===== src/design/tnrn_pkg.sv =====
// ----------------------------------------------------------------------------
// tnrn_pkg
// Shared constants, reply descriptor type and terminal name table for the
// telnet receive negotiator.
// ----------------------------------------------------------------------------
package tnrn_pkg;

    // Telnet command and option bytes.
    localparam logic [7:0] B_IAC     = 8'd255;
    localparam logic [7:0] B_DONT    = 8'd254;
    localparam logic [7:0] B_DO      = 8'd253;
    localparam logic [7:0] B_WONT    = 8'd252;
    localparam logic [7:0] B_WILL    = 8'd251;
    localparam logic [7:0] B_SB      = 8'd250;
    localparam logic [7:0] B_AO      = 8'd245;
    localparam logic [7:0] B_DM      = 8'd242;
    localparam logic [7:0] B_SE      = 8'd240;
    localparam logic [7:0] OPT_ECHO  = 8'd1;
    localparam logic [7:0] OPT_SGA   = 8'd3;
    localparam logic [7:0] OPT_TTYPE = 8'd24;
    localparam logic [7:0] SUB_SEND  = 8'd1;
    localparam logic [7:0] SUB_IS    = 8'd0;
    localparam logic [7:0] FORM_FEED = 8'h0c;
    localparam logic [7:0] CHAR_MASK = 8'h7f;

    // Input function codes.
    localparam logic [1:0] FUNC_RX     = 2'd0;
    localparam logic [1:0] FUNC_LOCAL  = 2'd1;
    localparam logic [1:0] FUNC_REMOTE = 2'd2;

    // Output destinations.
    localparam logic DEST_TERM = 1'b0;
    localparam logic DEST_NET  = 1'b1;

    // Reply kinds carried from the front to the back.
    localparam logic [1:0] KIND_TERM   = 2'd0;   // one byte to the terminal
    localparam logic [1:0] KIND_AO     = 2'd1;   // IAC DM with urgent mark
    localparam logic [1:0] KIND_NET3   = 2'd2;   // IAC cmd opt
    localparam logic [1:0] KIND_SUBNEG = 2'd3;   // terminal type answer

    localparam int TNRN_STORED_LEN  = 10;
    localparam int TNRN_NAME_LEN    = 10;
    localparam int TNRN_FIFO_DEPTH  = 4;

    typedef struct packed {
        logic [1:0] kind;
        logic [7:0] b0;
        logic [7:0] b1;
        logic       echo;
    } t_desc;

    // Stored terminal name, one character per index.
    function automatic logic [7:0] term_name(input logic [3:0] idx);
        logic [7:0] ch;
        case (idx)
            4'd0:    ch = 8'h5a;
            4'd1:    ch = 8'h45;
            4'd2:    ch = 8'h4e;
            4'd3:    ch = 8'h49;
            4'd4:    ch = 8'h54;
            4'd5:    ch = 8'h48;
            4'd6:    ch = 8'h2d;
            4'd7:    ch = 8'h48;
            4'd8:    ch = 8'h31;
            4'd9:    ch = 8'h39;
            default: ch = 8'h00;
        endcase
        return ch;
    endfunction

endpackage


===== src/design/telnet_receive_negotiator_unit.sv =====
// ----------------------------------------------------------------------------
// telnet_receive_negotiator_unit
// Telnet receive parser with echo, SGA and terminal type negotiation.
//
//   Channel | Handshake            | Payload
//   --------+----------------------+--------------------------------------
//   input   | i_valid / o_ready    | func, rx_byte, urgent_mode,
//           |                      | last_in_segment
//   output  | o_valid / i_ready    | dest, out_byte, push_res, urgent_mark,
//           |                      | echo_remote, last
//
// The parser takes one input beat per cycle while the reply queue has room.
// Each reply leaves at one beat per cycle while the receiver is ready: one
// beat for terminal data, two or three for negotiation, up to sixteen for
// the terminal type answer, so the output sequencer sets the sustained rate when replies are long.
// Synchronous active-low reset clears the parser, echo state, queue and
// output stage. Either side may stall without stopping the other until the
// queue fills.
// ----------------------------------------------------------------------------
module telnet_receive_negotiator_unit
    import tnrn_pkg::*;
#(
    parameter int NAME_LEN   = TNRN_NAME_LEN,
    parameter int FIFO_DEPTH = TNRN_FIFO_DEPTH
)
(
    input  logic       i_clk,
    input  logic       i_rst_n,
    input  logic       i_valid,
    output logic       o_ready,
    input  logic [1:0] i_func,
    input  logic [7:0] i_rx_byte,
    input  logic       i_urgent_mode,
    input  logic       i_last_in_segment,
    output logic       o_valid,
    input  logic       i_ready,
    output logic       o_dest,
    output logic [7:0] o_out_byte,
    output logic       o_push_res,
    output logic       o_urgent_mark,
    output logic       o_echo_remote,
    output logic       o_last
);

    t_desc push_desc;
    t_desc head_desc;
    logic  push;
    logic  pop;
    logic  empty;
    logic  full;
    logic  seg_end_seen;

    // The segment end mark has no bearing on parsing.
    assign seg_end_seen = i_last_in_segment;

    tnrn_front u_front (
        .i_clk         (i_clk),
        .i_rst_n       (i_rst_n),
        .i_valid       (i_valid),
        .o_ready       (o_ready),
        .i_func        (i_func),
        .i_rx_byte     (i_rx_byte),
        .i_urgent_mode (i_urgent_mode),
        .i_full        (full),
        .o_push        (push),
        .o_desc        (push_desc)
    );

    tnrn_fifo #(
        .DEPTH (FIFO_DEPTH)
    ) u_fifo (
        .i_clk   (i_clk),
        .i_rst_n (i_rst_n),
        .i_push  (push),
        .i_desc  (push_desc),
        .i_pop   (pop),
        .o_head  (head_desc),
        .o_empty (empty),
        .o_full  (full)
    );

    tnrn_back #(
        .NAME_LEN (NAME_LEN)
    ) u_back (
        .i_clk         (i_clk),
        .i_rst_n       (i_rst_n),
        .i_empty       (empty),
        .i_head        (head_desc),
        .o_pop         (pop),
        .o_valid       (o_valid),
        .i_ready       (i_ready),
        .o_dest        (o_dest),
        .o_out_byte    (o_out_byte),
        .o_push_res    (o_push_res),
        .o_urgent_mark (o_urgent_mark),
        .o_echo_remote (o_echo_remote),
        .o_last        (o_last)
    );

    a_seg_mark_known: assert property (@(posedge i_clk) disable iff (!i_rst_n)
        (i_valid && o_ready) |-> (seg_end_seen == 1'b0 || seg_end_seen == 1'b1))
        else $error("segment end mark undriven on an accepted beat");

    a_ready_tracks_queue: assert property (@(posedge i_clk) disable iff (!i_rst_n)
        o_ready == !full)
        else $error("input ready disagrees with queue state");

    a_term_echo_held: assert property (@(posedge i_clk) disable iff (!i_rst_n)
        (o_valid && i_ready && !o_last) |=> (o_valid && $stable(o_echo_remote)))
        else $error("reply sequence broken or echo mode changed within it");

endmodule


===== src/design/tnrn_front.sv =====
// ----------------------------------------------------------------------------
// tnrn_front
// Parses one input beat per cycle while the reply queue has room, tracks the parser
// and echo state and turns each beat into at most one reply descriptor for the back end.
// ----------------------------------------------------------------------------
module tnrn_front
    import tnrn_pkg::*;
(
    input  logic       i_clk,
    input  logic       i_rst_n,
    input  logic       i_valid,
    output logic       o_ready,
    input  logic [1:0] i_func,
    input  logic [7:0] i_rx_byte,
    input  logic       i_urgent_mode,
    input  logic       i_full,
    output logic       o_push,
    output t_desc      o_desc
);

    localparam logic [3:0] PS_NORMAL  = 4'd0;
    localparam logic [3:0] PS_IAC     = 4'd1;
    localparam logic [3:0] PS_WILL    = 4'd2;
    localparam logic [3:0] PS_WONT    = 4'd3;
    localparam logic [3:0] PS_DO      = 4'd4;
    localparam logic [3:0] PS_DONT    = 4'd5;
    localparam logic [3:0] PS_SB      = 4'd6;
    localparam logic [3:0] PS_SB_TT   = 4'd7;
    localparam logic [3:0] PS_SB_SEND = 4'd8;

    localparam logic [1:0] PEND_NONE   = 2'd0;
    localparam logic [1:0] PEND_LOCAL  = 2'd1;
    localparam logic [1:0] PEND_REMOTE = 2'd2;

    logic [3:0] r_state, n_state;
    logic       r_echo, n_echo;
    logic [1:0] r_pend, n_pend;
    logic       reply;
    logic [1:0] kind;
    logic [7:0] b0;
    logic [7:0] b1;
    logic       accept;

    assign o_ready = !i_full;
    assign accept  = i_valid && !i_full;

    always_comb begin
        n_state = r_state;
        n_echo  = r_echo;
        n_pend  = r_pend;
        reply   = 1'b0;
        kind    = KIND_TERM;
        b0      = i_rx_byte;
        b1      = i_rx_byte;
        case (i_func)
            FUNC_RX: begin
                case (r_state)
                    PS_NORMAL: begin
                        if (i_rx_byte == B_IAC) begin
                            n_state = PS_IAC;
                        end else if (!i_urgent_mode && i_rx_byte != FORM_FEED) begin
                            reply = 1'b1;
                            b0    = i_rx_byte & CHAR_MASK;
                        end
                    end
                    PS_IAC: begin
                        n_state = PS_NORMAL;
                        case (i_rx_byte)
                            B_IAC: begin
                                reply = !i_urgent_mode;
                                b0    = B_IAC;
                            end
                            B_AO: begin
                                reply = 1'b1;
                                kind  = KIND_AO;
                            end
                            B_WILL:  n_state = PS_WILL;
                            B_WONT:  n_state = PS_WONT;
                            B_DO:    n_state = PS_DO;
                            B_DONT:  n_state = PS_DONT;
                            B_SB:    n_state = PS_SB;
                            B_SE: begin
                                reply = 1'b1;
                                kind  = KIND_SUBNEG;
                            end
                            default: ;
                        endcase
                    end
                    PS_WILL: begin
                        n_state = PS_NORMAL;
                        kind    = KIND_NET3;
                        if (i_rx_byte == OPT_ECHO) begin
                            // A reply to our own request needs no answer.
                            if (r_pend == PEND_LOCAL) begin
                                n_echo = 1'b1;
                            end else if (r_pend != PEND_REMOTE && !r_echo) begin
                                reply  = 1'b1;
                                b0     = B_DO;
                                n_echo = 1'b1;
                            end
                            n_pend = PEND_NONE;
                        end else if (i_rx_byte == OPT_SGA) begin
                            reply = 1'b1;
                            b0    = B_DO;
                        end else begin
                            reply = 1'b1;
                            b0    = B_DONT;
                        end
                    end
                    PS_WONT: begin
                        n_state = PS_NORMAL;
                        kind    = KIND_NET3;
                        if (i_rx_byte == OPT_ECHO) begin
                            if (r_pend == PEND_REMOTE) begin
                                n_echo = 1'b0;
                            end else if (r_pend != PEND_LOCAL && r_echo) begin
                                reply  = 1'b1;
                                b0     = B_DONT;
                                n_echo = 1'b0;
                            end
                            n_pend = PEND_NONE;
                        end
                    end
                    PS_DO: begin
                        n_state = PS_NORMAL;
                        reply   = 1'b1;
                        kind    = KIND_NET3;
                        b0      = (i_rx_byte == OPT_TTYPE) ? B_WILL : B_WONT;
                    end
                    PS_DONT: begin
                        n_state = PS_NORMAL;
                    end
                    PS_SB: begin
                        n_state = (i_rx_byte == OPT_TTYPE) ? PS_SB_TT : PS_NORMAL;
                    end
                    PS_SB_TT: begin
                        n_state = (i_rx_byte == SUB_SEND) ? PS_SB_SEND : PS_NORMAL;
                    end
                    PS_SB_SEND: begin
                        n_state = (i_rx_byte == B_IAC) ? PS_IAC : PS_NORMAL;
                    end
                    default: begin
                        n_state = PS_NORMAL;
                    end
                endcase
            end
            FUNC_LOCAL: begin
                if (r_echo) begin
                    reply  = 1'b1;
                    kind   = KIND_NET3;
                    b0     = B_DONT;
                    b1     = OPT_ECHO;
                    n_echo = 1'b0;
                    n_pend = PEND_LOCAL;
                end
            end
            FUNC_REMOTE: begin
                if (!r_echo) begin
                    reply  = 1'b1;
                    kind   = KIND_NET3;
                    b0     = B_DO;
                    b1     = OPT_ECHO;
                    n_echo = 1'b1;
                    n_pend = PEND_REMOTE;
                end
            end
            default: ;
        endcase
    end

    assign o_push      = accept && reply;
    assign o_desc.kind = kind;
    assign o_desc.b0   = b0;
    assign o_desc.b1   = b1;
    assign o_desc.echo = n_echo;

    always_ff @(posedge i_clk) begin
        if (!i_rst_n) begin
            r_state <= PS_NORMAL;
            r_echo  <= 1'b0;
            r_pend  <= PEND_NONE;
        end else if (accept) begin
            r_state <= n_state;
            r_echo  <= n_echo;
            r_pend  <= n_pend;
        end
    end

    // The echo mode only moves together with a cleared or newly set request.
    a_echo_req: assert property (@(posedge i_clk) disable iff (!i_rst_n)
        (accept && i_func == FUNC_REMOTE && !r_echo) |=> (r_echo && r_pend == PEND_REMOTE))
        else $error("remote echo request not recorded");

    a_pend_legal: assert property (@(posedge i_clk) disable iff (!i_rst_n)
        r_pend != 2'd3)
        else $error("illegal pending echo request");

    a_sb_from_iac: assert property (@(posedge i_clk) disable iff (!i_rst_n)
        (r_state == PS_SB && $past(r_state) != PS_SB) |-> $past(r_state) == PS_IAC)
        else $error("subnegotiation entered without IAC");

endmodule


===== src/design/tnrn_fifo.sv =====
// ----------------------------------------------------------------------------
// tnrn_fifo
// Short descriptor queue between the parser and the reply sequencer.
// ----------------------------------------------------------------------------
module tnrn_fifo
    import tnrn_pkg::*;
#(
    parameter int DEPTH = TNRN_FIFO_DEPTH
)
(
    input  logic  i_clk,
    input  logic  i_rst_n,
    input  logic  i_push,
    input  t_desc i_desc,
    input  logic  i_pop,
    output t_desc o_head,
    output logic  o_empty,
    output logic  o_full
);

    localparam int PtrW = (DEPTH > 1) ? $clog2(DEPTH) : 1;
    localparam int CntW = $clog2(DEPTH + 1);
    localparam logic [PtrW-1:0] PtrLast = PtrW'(DEPTH - 1);
    localparam logic [CntW-1:0] CntFull = CntW'(DEPTH);

    t_desc           r_mem [DEPTH];
    logic [PtrW-1:0] r_wr, r_rd;
    logic [CntW-1:0] r_cnt;

    assign o_head  = r_mem[r_rd];
    assign o_empty = (r_cnt == '0);
    assign o_full  = (r_cnt == CntFull);

    always_ff @(posedge i_clk) begin
        if (i_push) begin
            r_mem[r_wr] <= i_desc;
        end
    end

    always_ff @(posedge i_clk) begin
        if (!i_rst_n) begin
            r_wr  <= '0;
            r_rd  <= '0;
            r_cnt <= '0;
        end else begin
            if (i_push) begin
                r_wr <= (r_wr == PtrLast) ? '0 : r_wr + 1'b1;
            end
            if (i_pop) begin
                r_rd <= (r_rd == PtrLast) ? '0 : r_rd + 1'b1;
            end
            if (i_push && !i_pop) begin
                r_cnt <= r_cnt + 1'b1;
            end else if (i_pop && !i_push) begin
                r_cnt <= r_cnt - 1'b1;
            end
        end
    end

    a_no_overflow: assert property (@(posedge i_clk) disable iff (!i_rst_n)
        r_cnt <= CntFull)
        else $error("descriptor queue count out of range");

    a_no_underflow: assert property (@(posedge i_clk) disable iff (!i_rst_n)
        i_pop |-> !o_empty)
        else $error("pop from empty descriptor queue");

    a_no_push_full: assert property (@(posedge i_clk) disable iff (!i_rst_n)
        i_push |-> (!o_full || i_pop))
        else $error("push into full descriptor queue");

endmodule


===== src/design/tnrn_back.sv =====
// ----------------------------------------------------------------------------
// tnrn_back
// Expands the descriptor at the queue head into output beats, one per
// cycle while the receiver is ready, through a registered output stage.
// ----------------------------------------------------------------------------
module tnrn_back
    import tnrn_pkg::*;
#(
    parameter int NAME_LEN = TNRN_NAME_LEN
)
(
    input  logic       i_clk,
    input  logic       i_rst_n,
    input  logic       i_empty,
    input  t_desc      i_head,
    output logic       o_pop,
    output logic       o_valid,
    input  logic       i_ready,
    output logic       o_dest,
    output logic [7:0] o_out_byte,
    output logic       o_push_res,
    output logic       o_urgent_mark,
    output logic       o_echo_remote,
    output logic       o_last
);

    localparam int NameCnt = (NAME_LEN < TNRN_STORED_LEN) ? NAME_LEN : TNRN_STORED_LEN;
    localparam int SeLen   = NameCnt + 6;
    localparam int IdxW    = $clog2(SeLen);
    localparam logic [IdxW-1:0] IdxTail = IdxW'(NameCnt + 4);
    localparam logic [IdxW-1:0] IdxEnd  = IdxW'(NameCnt + 5);

    logic [IdxW-1:0] r_idx;
    logic [IdxW-1:0] name_idx;
    logic            load;
    logic            step;
    logic            g_dest;
    logic [7:0]      g_byte;
    logic            g_push;
    logic            g_urg;
    logic            g_last;

    logic            r_valid;
    logic            r_dest;
    logic [7:0]      r_byte;
    logic            r_push;
    logic            r_urg;
    logic            r_echo;
    logic            r_last;

    assign name_idx = r_idx - IdxW'(4);

    always_comb begin
        g_dest = DEST_NET;
        g_byte = B_IAC;
        g_push = 1'b0;
        g_urg  = 1'b0;
        g_last = 1'b0;
        case (i_head.kind)
            KIND_AO: begin
                if (r_idx != '0) begin
                    g_byte = B_DM;
                    g_urg  = 1'b1;
                    g_last = 1'b1;
                end
            end
            KIND_NET3: begin
                if (r_idx == IdxW'(1)) begin
                    g_byte = i_head.b0;
                end else if (r_idx != '0) begin
                    g_byte = i_head.b1;
                    g_push = 1'b1;
                    g_last = 1'b1;
                end
            end
            KIND_SUBNEG: begin
                if (r_idx == IdxW'(1)) begin
                    g_byte = B_SB;
                end else if (r_idx == IdxW'(2)) begin
                    g_byte = OPT_TTYPE;
                end else if (r_idx == IdxW'(3)) begin
                    g_byte = SUB_IS;
                end else if (r_idx == '0 || r_idx == IdxTail) begin
                    g_byte = B_IAC;
                end else if (r_idx < IdxTail) begin
                    g_byte = term_name(4'(name_idx));
                end else begin
                    g_byte = B_SE;
                    g_push = 1'b1;
                    g_last = 1'b1;
                end
            end
            default: begin
                g_dest = DEST_TERM;
                g_byte = i_head.b0;
                g_last = 1'b1;
            end
        endcase
    end

    // A new beat enters the output register whenever it is empty or drained and the queue holds a descriptor.
    assign load  = !r_valid || i_ready;
    assign step  = load && !i_empty;
    assign o_pop = step && g_last;

    always_ff @(posedge i_clk) begin
        if (!i_rst_n) begin
            r_valid <= 1'b0;
            r_idx   <= '0;
        end else begin
            if (load) begin
                r_valid <= !i_empty;
            end
            if (step) begin
                r_idx <= g_last ? '0 : r_idx + 1'b1;
            end
        end
    end

    always_ff @(posedge i_clk) begin
        if (step) begin
            r_dest <= g_dest;
            r_byte <= g_byte;
            r_push <= g_push;
            r_urg  <= g_urg;
            r_echo <= i_head.echo;
            r_last <= g_last;
        end
    end

    assign o_valid       = r_valid;
    assign o_dest        = r_dest;
    assign o_out_byte    = r_byte;
    assign o_push_res    = r_push;
    assign o_urgent_mark = r_urg;
    assign o_echo_remote = r_echo;
    assign o_last        = r_last;

    a_idx_needs_head: assert property (@(posedge i_clk) disable iff (!i_rst_n)
        (r_idx != '0) |-> !i_empty)
        else $error("reply sequence in progress without a descriptor");

    a_idx_range: assert property (@(posedge i_clk) disable iff (!i_rst_n)
        r_idx <= IdxEnd)
        else $error("reply index beyond the longest sequence");

    a_urgent_is_dm: assert property (@(posedge i_clk) disable iff (!i_rst_n)
        (r_valid && r_urg) |-> (r_dest == DEST_NET && r_byte == B_DM && r_last))
        else $error("urgent mark on a beat other than the final DM");

    a_push_net: assert property (@(posedge i_clk) disable iff (!i_rst_n)
        (r_valid && r_push) |-> (r_dest == DEST_NET && r_last))
        else $error("push on a terminal or non-final beat");

endmodule

===== config.mk =====
export PLATFORM = sky130hd
export DESIGN_NAME = telnet_receive_negotiator_unit
export DESIGN_NICKNAME = d
export VERILOG_FILES = /design/src/design/tnrn_pkg.sv /design/src/design/telnet_receive_negotiator_unit.sv /design/src/design/tnrn_front.sv /design/src/design/tnrn_fifo.sv /design/src/design/tnrn_back.sv
export SDC_FILE = /design/constraint.sdc
export NUM_CORES = 1
export LEC_CHECK = 0
export BUFFER_PORTS_ARGS = -buffer_cell sky130_fd_sc_hd__buf_4
export CORE_ASPECT_RATIO = 0.7
export CORE_UTILIZATION = 65
export CTS_BUF_LIST = sky130_fd_sc_hd__clkbuf_8 sky130_fd_sc_hd__clkbuf_16
export DETAILED_ROUTE_END_ITERATION = 8
export PLACE_DENSITY = 0.84
export SYNTH_ARGS = -nofsm -noshare
export SYNTH_HDL_FRONTEND = slang
export SYNTH_SLANG_ARGS = --single-unit

===== constraint.sdc =====
create_clock -name i_clk -period 5.6 [get_ports i_clk]
set_input_delay 0.84 -clock i_clk [delete_from_list [all_inputs] [get_ports i_clk]]
set_output_delay 0.84 -clock i_clk [all_outputs]
set_load 0.02 [all_outputs]

==> summary by stage, run 1 <==
Floorplanning
The area of the core is between 8000 and 9000 sq um. 31 I/O pins were placed. For this configuration, the core starts out at a cell density of between 60% and 70%.

The floorplan step defined a die boundary enclosing about 9200 sq um. The floorplan has 28 rows. The vertical extent of the die is ~81 um. The die extent in x is approximately 110 um.

Logic synthesis
Of the total synthesized cell area, the portion taken by AND, OR, NAND and NOR gates is between 10% and 20%. The proportion of synthesized chip area in sequential cells is between 50% and 60%. In the synthesized netlist the dominant register cell turns out to be edfxtp_1.

The synthesized design devotes to its leading area cell type 46.7% of total area. The number of nets handed over by synthesis was 514. Multiplexer cells account for 9.20% of the synthesized area.

After synthesis the netlist holds a flip-flop and latch count of between 100 and 150. The synthesized design contains approximately 90 enable-type register cells. The number of distinct library cell variants in the gate-level netlist after synthesis is a little under 70. The combinational family with the most area after synthesis is compound AO/OA/AOI/OAI gates. After synthesis, the mean cell area works out to between 10 and 15 sq um. The fraction of registers with async set/reset is 0%. After synthesis, the cell types taking the most area are edfxtp_1, dfxtp_1, mux4_2. The synthesized netlist devotes 14.7% of its cell area to compound gates.

Of the total synthesized cell area, the portion taken by full adders, half adders and majority gates is between 4 and 5%. After Yosys synthesis, XOR and XNOR cells account for less than 1% of the synthesized area. The summed instance area of the synthesized netlist is 5720 sq um. The biggest area consumer among synthesized cells is edfxtp_1. The count of warnings emitted by yosys is 0.

The number of instances in the synthesized netlist is 479.

Routing
After the first detailed-routing iteration, the DRC count stood at 496. The detailed router placed around 4.2k vias in this run. For this block, wires on met1 add up to 5.76 mm. The routed design uses about 1.1 mm of met3 wire. Before antenna repair, the detailed router went through 5 iterations. After detailed routing, the number of remaining DRC violations is 0. The met2 wirelength from detailed routing is 5.92 mm. After detailed routing, the number of vias per cell comes to roughly 6.7. The highest metal layer carrying signal wires in the routed design is met4. In the final routed layout, each cell accounts on average for between 20 and 25 um. Summed over all layers, the routed wires come to 12.9 mm. The detail route stage leaves a number of antenna-violating nets equal to 0.

Clock network
The number of clock sinks is 110. After clock tree synthesis, the flow added hold-fix buffers numbering 0. The number of gates resized after CTS was 0. The number of H-tree levels is 3. The clock buffer count from CTS is 9.

The root buffer cell is clkbuf_16. Post-CTS timing repair inserted 0 buffers for setup. TritonCTS built the clock tree. The clock edge transition at the registers on the reported setup and hold paths is around 80 ps. Counting along the longest clock path gives a buffer depth of 2. The insertion delay of the later-clocked pin in the worst-skew pair is between 300 and 400 ps.

Timing
The final hold violation count is 0. After layout, the minimum clock period comes to roughly 3800 ps. The final-report max-slew violation count was 0. The slew at the pin closest to its max-slew limit is slightly above 700 ps.

Summed over all failing endpoints, the final setup total negative slack is 0 ps. The maximum achievable frequency is roughly 0.26 GHz. Setup repair after global routing left no endpoint under its margin. Setup violations remaining at the end of the flow were counted as 0. The final period utilization is about two thirds.

The worst-case headroom to the max-slew limit is a little over half. The worst setup skew after layout is a little under 10 ps.

Cells and area
Relative to the synthesized area, the layout overhead comes to 11.1%. The non-filler instance count after layout is 626. The number of antenna diodes in the final layout is 0.

The share of final-layout standard cells stronger than drive strength 1 is a little under a fifth. The final net count is 536. The core utilization of the finished layout is ~75%.

Hold path
The type of the most critical hold path is reg -> reg. The start point of the worst hold path is u_back.o_valid. The instance count along the most critical hold path is 2.

Critical path
The worst register-to-register path begins at u_front.r_echo. Along the worst path, the maximum fanout reaches 11. The worst register-to-register path has a depth of 10. The critical path launch point is i_rx_byte[2]. The slowest stage of the critical path is the nor4_2 cell.

For this run, the slowest stage of the critical path takes 680 ps. The required time reported for the critical path endpoint is about 5900 ps. The worst setup path is captured at a register. The kind of critical path is in -> reg. The worst setup path is launched from an input pin.

Traced cell by cell, the critical path runs through buf_4, nor4_2, nand2_1, o21a_1, nor4_2, nor2_1, ha_1, inv_1, fa_1, xor2_1, or3_1, a21oi_1. The data arrival time of the worst path is 4080 ps. The most frequent cell on the critical path is nor4_2.

Pwr
In this run switching power makes up about 33% of total power. The share of total power dissipated in the clock network is a little over a quarter. The share of total power dissipated in sequential elements is a little over two fifths.

For this design the static power due to leakage is ~2.2 nW. Power comes to between 2 and 2.5 mW. The power density of the placed cells is approximately 380 nW/um^2. Across the VDD grid, the largest voltage drop is between 0.0002 and 0.00025 V. The share of power burned in combinational logic is between 30% and 40%. The analysis attributes to net switching a power of 0.784 mW. The internal power of the cells is around 1.6 mW.

GRT
The number of global-route vias before repair is 3,829. Global routing consumed, over all layers together, a little under a third of the routing resources. The pin count of the biggest net entering global routing is 22. The global route total overflow is 0. The initial antenna violation count was 0. The first global-routing pass estimated about 20 mm of wire.

Placed design
Summed over all nets, the half-perimeter wirelength after detailed placement is roughly 9.2 mm. The port buffer count is 29. The final weighted congestion of routability-driven global placement is a little under 1.

The number of instances in the placed design is a little over 600.

Run
The max-capacitance violation count is 0.

Outcome
The run finished with clean final reports.
per-stage QoR:
stage	instance area (sq um)	worst slack, ps	hold WS, ps
after floorplan	5720	1780	466
after global placement	6060	1650	453
after detailed placement	6060	1490	470
after CTS	6360	1850	480
after global routing	6360	1500	518
final	6360	1790	476
cell usage in the layout (no fill, tap or decap), types with 4 or more instances in the layout:
cell type,n
mux2_2,4
mux2i_1,5
a21o_1,7
nand3_1,14
nor3_1,13
a21oi_1,28
o22ai_1,6
o31ai_1,8
nand4_1,6
nand2_1,35
ha_1,18
a211oi_1,4
nor3b_2,4
a22oi_1,7
mux4_2,18
nor2_1,22
inv_1,26
edfxtp_1,89
and2_1,7
nor2b_1,5
a31oi_1,10
dfxtp_1,21
clkbuf_16,9
buf_4,36
o21ai_0,17
o21ai_1,4
nor3b_1,4
logic make-up after synthesis:
group	count (synthesis)
adder cells (fa/ha/maj)	19
XOR/XNOR	4
AO/OA/AOI/OAI	124
AND/OR/NAND/NOR	142
multiplexers	28
flip-flops	110
buffers and inverters	52
critical path: cells and delay by family:
family | cells | cell delay [ps]
and+or+nand+nor | 5 | 1950
adders and majority gates | 2 | 470
AOI/OAI and AO/OA | 2 | 470
xor gates and xnor gates | 1 | 80
buffers and inverters | 2 | 260
state kept, by name, summed over array words and instances, names as in the netlist, named ones only:
name and count:
u_fifo.r_mem 76, u_back.o_out_byte 8, u_back.r_idx 4, u_front.r_state 4, u_fifo.r_cnt 3, u_fifo.r_rd 2, u_fifo.r_wr 2, u_front.r_pend 2
u_back.o_dest 1, u_back.o_echo_remote 1, u_back.o_last 1, u_back.o_push_res 1, u_back.o_urgent_mark 1, u_back.o_valid 1, u_front.r_echo 1
power groups by stage:
stage | logic, mW | clock network, mW | registers (mW)
final | 0.724 | 0.624 | 1.05
after global routing | 0.789 | 0.660 | 1.06
after CTS | 0.720 | 0.633 | 1.05
after detailed placement | 0.716 | 0 | 1.07
after global placement | 0.700 | 0 | 1.06
after floorplan | 0.441 | 0 | 1.12
layout make-up:
type,instances,area [sq um]
clock inverters,7,73.8
repair buffers,36,270
multi-input cells,317,2440
fillers,598,2160
inverters,27,101
clock buffers,9,225
flip-flops and latches,110,3090
well taps,120,150
synthesized netlist by cell type (7+ instances only):
cell type / count
inv_1: 26
a21o_1: 7
a22oi_1: 7
and2_1: 7
nor2_1: 22
edfxtp_1: 89
nand2_1: 35
dfxtp_1: 21
o21ai_0: 17
ha_1: 18
clkbuf_1: 19
nor3_1: 13
o31ai_1: 8
nand3_1: 14
a21oi_1: 28
a31oi_1: 10
nor3b_1: 8
mux4_2: 18
layer usage:
layer  track usage [%]  vias to the layer above
met2              46.7                      240
met3              7.62                       15
met5                 0                        -
li1                  -                     1910
met4              8.44                        0
met1              42.5                     2031
final timing paths:
path | endpoint | slack [ps]
worst min register to register | u_back.o_valid | 480
worst max-delay path | u_fifo.r_cnt[2] | 1790
worst min-delay path | u_back.o_valid | 480
worst max register to register | u_fifo.r_cnt[2] | 2150
No activity file was read; power rests on OpenSTA's default activity.
==> run 2, diff against run 1 <==
--- a/config.mk
+++ b/config.mk
@@ -5,12 +5,13 @@
 export SDC_FILE = /design/constraint.sdc
 export NUM_CORES = 1
 export LEC_CHECK = 0
+export ABC_AREA = 1
 export BUFFER_PORTS_ARGS = -buffer_cell sky130_fd_sc_hd__buf_4
 export CORE_ASPECT_RATIO = 0.7
-export CORE_UTILIZATION = 65
+export CORE_UTILIZATION = 61
 export CTS_BUF_LIST = sky130_fd_sc_hd__clkbuf_8 sky130_fd_sc_hd__clkbuf_16
 export DETAILED_ROUTE_END_ITERATION = 8
-export PLACE_DENSITY = 0.84
+export PLACE_DENSITY = 0.8
 export SYNTH_ARGS = -nofsm -noshare
 export SYNTH_HDL_FRONTEND = slang
 export SYNTH_SLANG_ARGS = --single-unit
==> constraint.sdc (replaced) <==
create_clock -name i_clk -period 3.65 [get_ports i_clk]
set_input_delay 0.5475 -clock i_clk [delete_from_list [all_inputs] [get_ports i_clk]]
set_output_delay 0.5475 -clock i_clk [all_outputs]
set_load 0.02 [all_outputs]
==> run 2 against run 1 <==
  * Clock skew is 1.8 ps lower
  * Core utilization fell by 4.0 points
  * Die area is 8.3% higher
  * Sequential power is 61% higher
  * Sequential share of layout area shrank 1.0 points
  * Clock power is 62% higher
  * Critical endpoint is now u_fifo.r_cnt[1]
==> summary by stage, run 2 <==
Timing
The final hold violation count is 0. The worst pin sits at a relative slew slack of between 50% and 60%. The maximum achievable frequency is around 0.32 GHz. Setup repair after global routing left no endpoint under its margin. The final period utilization is between 80% and 90%. The worst-case setup margin in the final layout is 570 ps.

Hold timing on the final database bottoms out at a slack of approximately 470 ps. The setup TNS is 0 ps. At the pin with the least slew margin, the transition time is 687 ps. The final period demand of the worst path is just over 3000 ps. The final-report max-slew violation count is 0. Setup violations remaining at the end of the flow were counted as 0.

The worst setup skew after layout is a little under 8 ps.

Critical path
The required time reported for the critical path endpoint is just under 4000 ps. In this run the worst path has a maximum fanout of 10. The delay of the slowest critical-path stage is between 500 and 600 ps. The most frequent cell on the critical path is inv_1. Walking the worst path, the cells encountered are inv_1, ha_1, nand2_1, inv_1, nor2_1, nand2_2, nand3_4, nand2_4, ha_1, inv_1, fa_1, o21ai_0, a21oi_1. The critical path contains buffers and inverters numbering 3 combined. The kind of critical path is reg -> reg.

The data arrival time of the worst path is approximately 3300 ps. STA classifies the critical path startpoint as a register. The slowest cell on the critical path is dfxtp_1.

The nature of the critical path endpoint is a register. In this design, the largest share of critical-path delay is due to adder cells.

Logic synthesis
The most used flip-flop cell after synthesis is edfxtp_1. In the synthesized netlist, the cells that appear most often are nand2_1, edfxtp_1, inv_1. The proportion of synthesized chip area in sequential cells is roughly 53%.

The number of nets in the synthesized netlist is ~670. The portion of netlist area occupied by mux cells is 0%. The cell area that synthesis handed to floorplanning was 5830 sq um.

The count of flip-flops with a built-in enable after synthesis is 89. By area, the combinational part of the netlist is dominated by simple AND/OR/NAND/NOR gates. In this run, distinct cell masters in the synthesized netlist total 45.

After synthesis, the mean cell area works out to around 9 sq um. After synthesis, the cell types taking the most area are edfxtp_1, nand2_1, dfxtp_1. The synthesized netlist devotes 0.301% of its cell area to XOR and XNOR gates. The biggest area consumer among synthesized cells is edfxtp_1. Yosys printed 0 warnings. The synthesized netlist devotes 14.3% of its cell area to compound gates. Of the total synthesized cell area, the portion taken by AND, OR, NAND and NOR gates is between 20% and 30%. The synthesized flop and latch total is 110. The fraction of registers with async set/reset is 0%. The library cell with the highest instance count after synthesis is nand2_1. Of the total synthesized cell area, the portion taken by full adders, half adders and majority gates is around 4.2%. The number of instances in the synthesized netlist is roughly 630.

The top cell type by area accounts for between 40 and 50% of the synthesized area.

Hold path
The tightest min-delay check is of the reg -> reg type.

Pwr
IR analysis of the VDD net gives a maximum drop of 0.000376 V. The net switching power figure is approximately 1.8 mW. The internal portion of the total power is between 2 and 3 mW. The analysis attributes to cell leakage a power of 2.73 nW. The overall power after layout is 4.50 mW. The share of power burned in combinational logic is between 40% and 50%. In this run the power density over the cells is 693 nW/um^2. The switching fraction of total power is roughly 40%. Of the total power, the clock network draws 22.4%. The power share of the sequential group is 37.5%.

Run
The tool flagged a number of max-cap violations equal to 0.

Clock network
Clock tree synthesis found a total of 110 sinks. The clock reaches the later pin of the worst-skew pair after 360 ps. Clock tree synthesis inserted a total of 9 buffers. The number of setup buffers added after CTS is 0.

The TritonCTS clock tree is yes. CTS built an H-tree with a depth of 3. After clock tree synthesis, the repair step resized 0 gates. The maximum buffer depth of the clock tree is 2. For this design, the CTS-stage hold fixing added 0 buffers. The clock edge transition at the registers on the reported setup and hold paths is ~80 ps. The root buffer cell is clkbuf_16.

GRT
The pin count of the biggest net entering global routing is 36. The number of global-route vias before repair was 4,365. The initial antenna violation count is 0. The global route total overflow is 0.

The wire length of the first global-routing pass is between 20 and 25 mm. The overall global routing resource usage is between 20% and 30%.

Routing
In the routed design, unresolved DRC markers number 0. Wires add up to roughly 13 mm. The first detailed-routing pass took 5 iterations. The routed via count divided by cell count is around 5.9. The DRC marker count from the first detailed-route iteration is about 570.

The average detailed-routed wire length per instance is 16.8 um. The count of nets left with antenna violations once routing finished came out at 0. The total via count in the routed design is roughly 4.6k.

Cells and area
0 antenna diodes ended up in the layout. The share of final-layout standard cells stronger than drive strength 1 is between 10% and 20%. The sequential cell area is about 3100 sq um. In the layout the commonest cells are nand2_1, edfxtp_1, inv_1. The design area is roughly 6500 sq um. The register with the most flip-flops in the final layout is u_fifo.r_mem. The register with the most flip-flops in the layout has 76 of them.

The area added between synthesis and finish is 11.4%. The multi-input combinational cells in the finished layout cover a total of roughly 2300 sq um. The number of filler instances in the final layout is 678. Cells fill 70.7% of the core in the end. Leaving out fill and tap cells, the most frequent cell in the layout is nand2_1. The final net count is around 700.

Once layout is complete, the cells apart from fillers number approximately 800.

Floorplanning
In this run the vertical extent of the chip is about 84 um. The area of the core is between 9000 and 10,000 sq um. The die extent in x is approximately 120 um. The count of standard-cell rows is 29. The boundary pin count is 31. The effective utilization at floorplan is 63.5%. The die covers ~10000 sq um.

Placed design
After detailed placement, the total cell area comes to approximately 6200 sq um. The port buffer count is 29. The final weighted congestion of routability-driven global placement is between 0.9 and 1. The worst slack after detailed placement is between 600 and 700 ps. In this run, placement finished with an instance count of 776. Detailed placement finished with a half-perimeter wire length of 9.32 mm.

Outcome
The run finished with clean final reports.
[run 2: power groups by stage]
stage,clock network [mW],registers [mW],logic [mW]
CTS,1.02,1.69,1.78
global placement,0,1.71,1.71
detailed placement,0,1.71,1.75
finish,1.01,1.69,1.81
global route,1.06,1.71,1.99
floorplan,0,1.79,1.17
[run 2: cell families (layout without fill, tap and decap cells)]
family / after synthesis / in the layout
AND/OR/NAND/NOR: 258 / 258
AO/OA/AOI/OAI: 144 / 144
flip-flops: 110 / 110
buffers and inverters: 98 / 135
adder cells (fa/ha/maj): 19 / 19
XOR/XNOR: 2 / 2
[run 2: tightest hold or removal path, delay by kind of cell (launching register included)]
family,cells,cell delay [ps]
DFF,1,310
buffers and inverters,1,60
AOI/OAI and AO/OA,1,60
[run 2: area by class of cell]
type	instances	share of cell area, %
flip-flops and latches	110	47.6
multi-input cells	423	35.9
inverters	80	4.66
repair buffers	39	4.51
clock buffers	9	3.47
well taps	124	2.39
clock inverters	7	1.45
[run 2: final timing paths]
path	to	cells past startpoint	from	slack, ps
worst max-delay path	u_fifo.r_cnt[1]	13	u_back.r_idx[2]	570
worst min-delay path	u_front.r_pend[0]	2	u_front.r_pend[0]	470
worst max register to register	u_fifo.r_cnt[1]	13	u_back.r_idx[2]	570
worst min register to register	u_front.r_pend[0]	2	u_front.r_pend[0]	470
[run 2: routing by layer]
layer | vias up | global-route usage, % | wire length, um
met4 | 0 | 7.25 | 206
met2 | 240 | 45.4 | 6070
met5 | - | 0 | 0
met1 | 2155 | 37.9 | 5770
li1 | 2219 | - | -
met3 | 27 | 8.27 | 1270
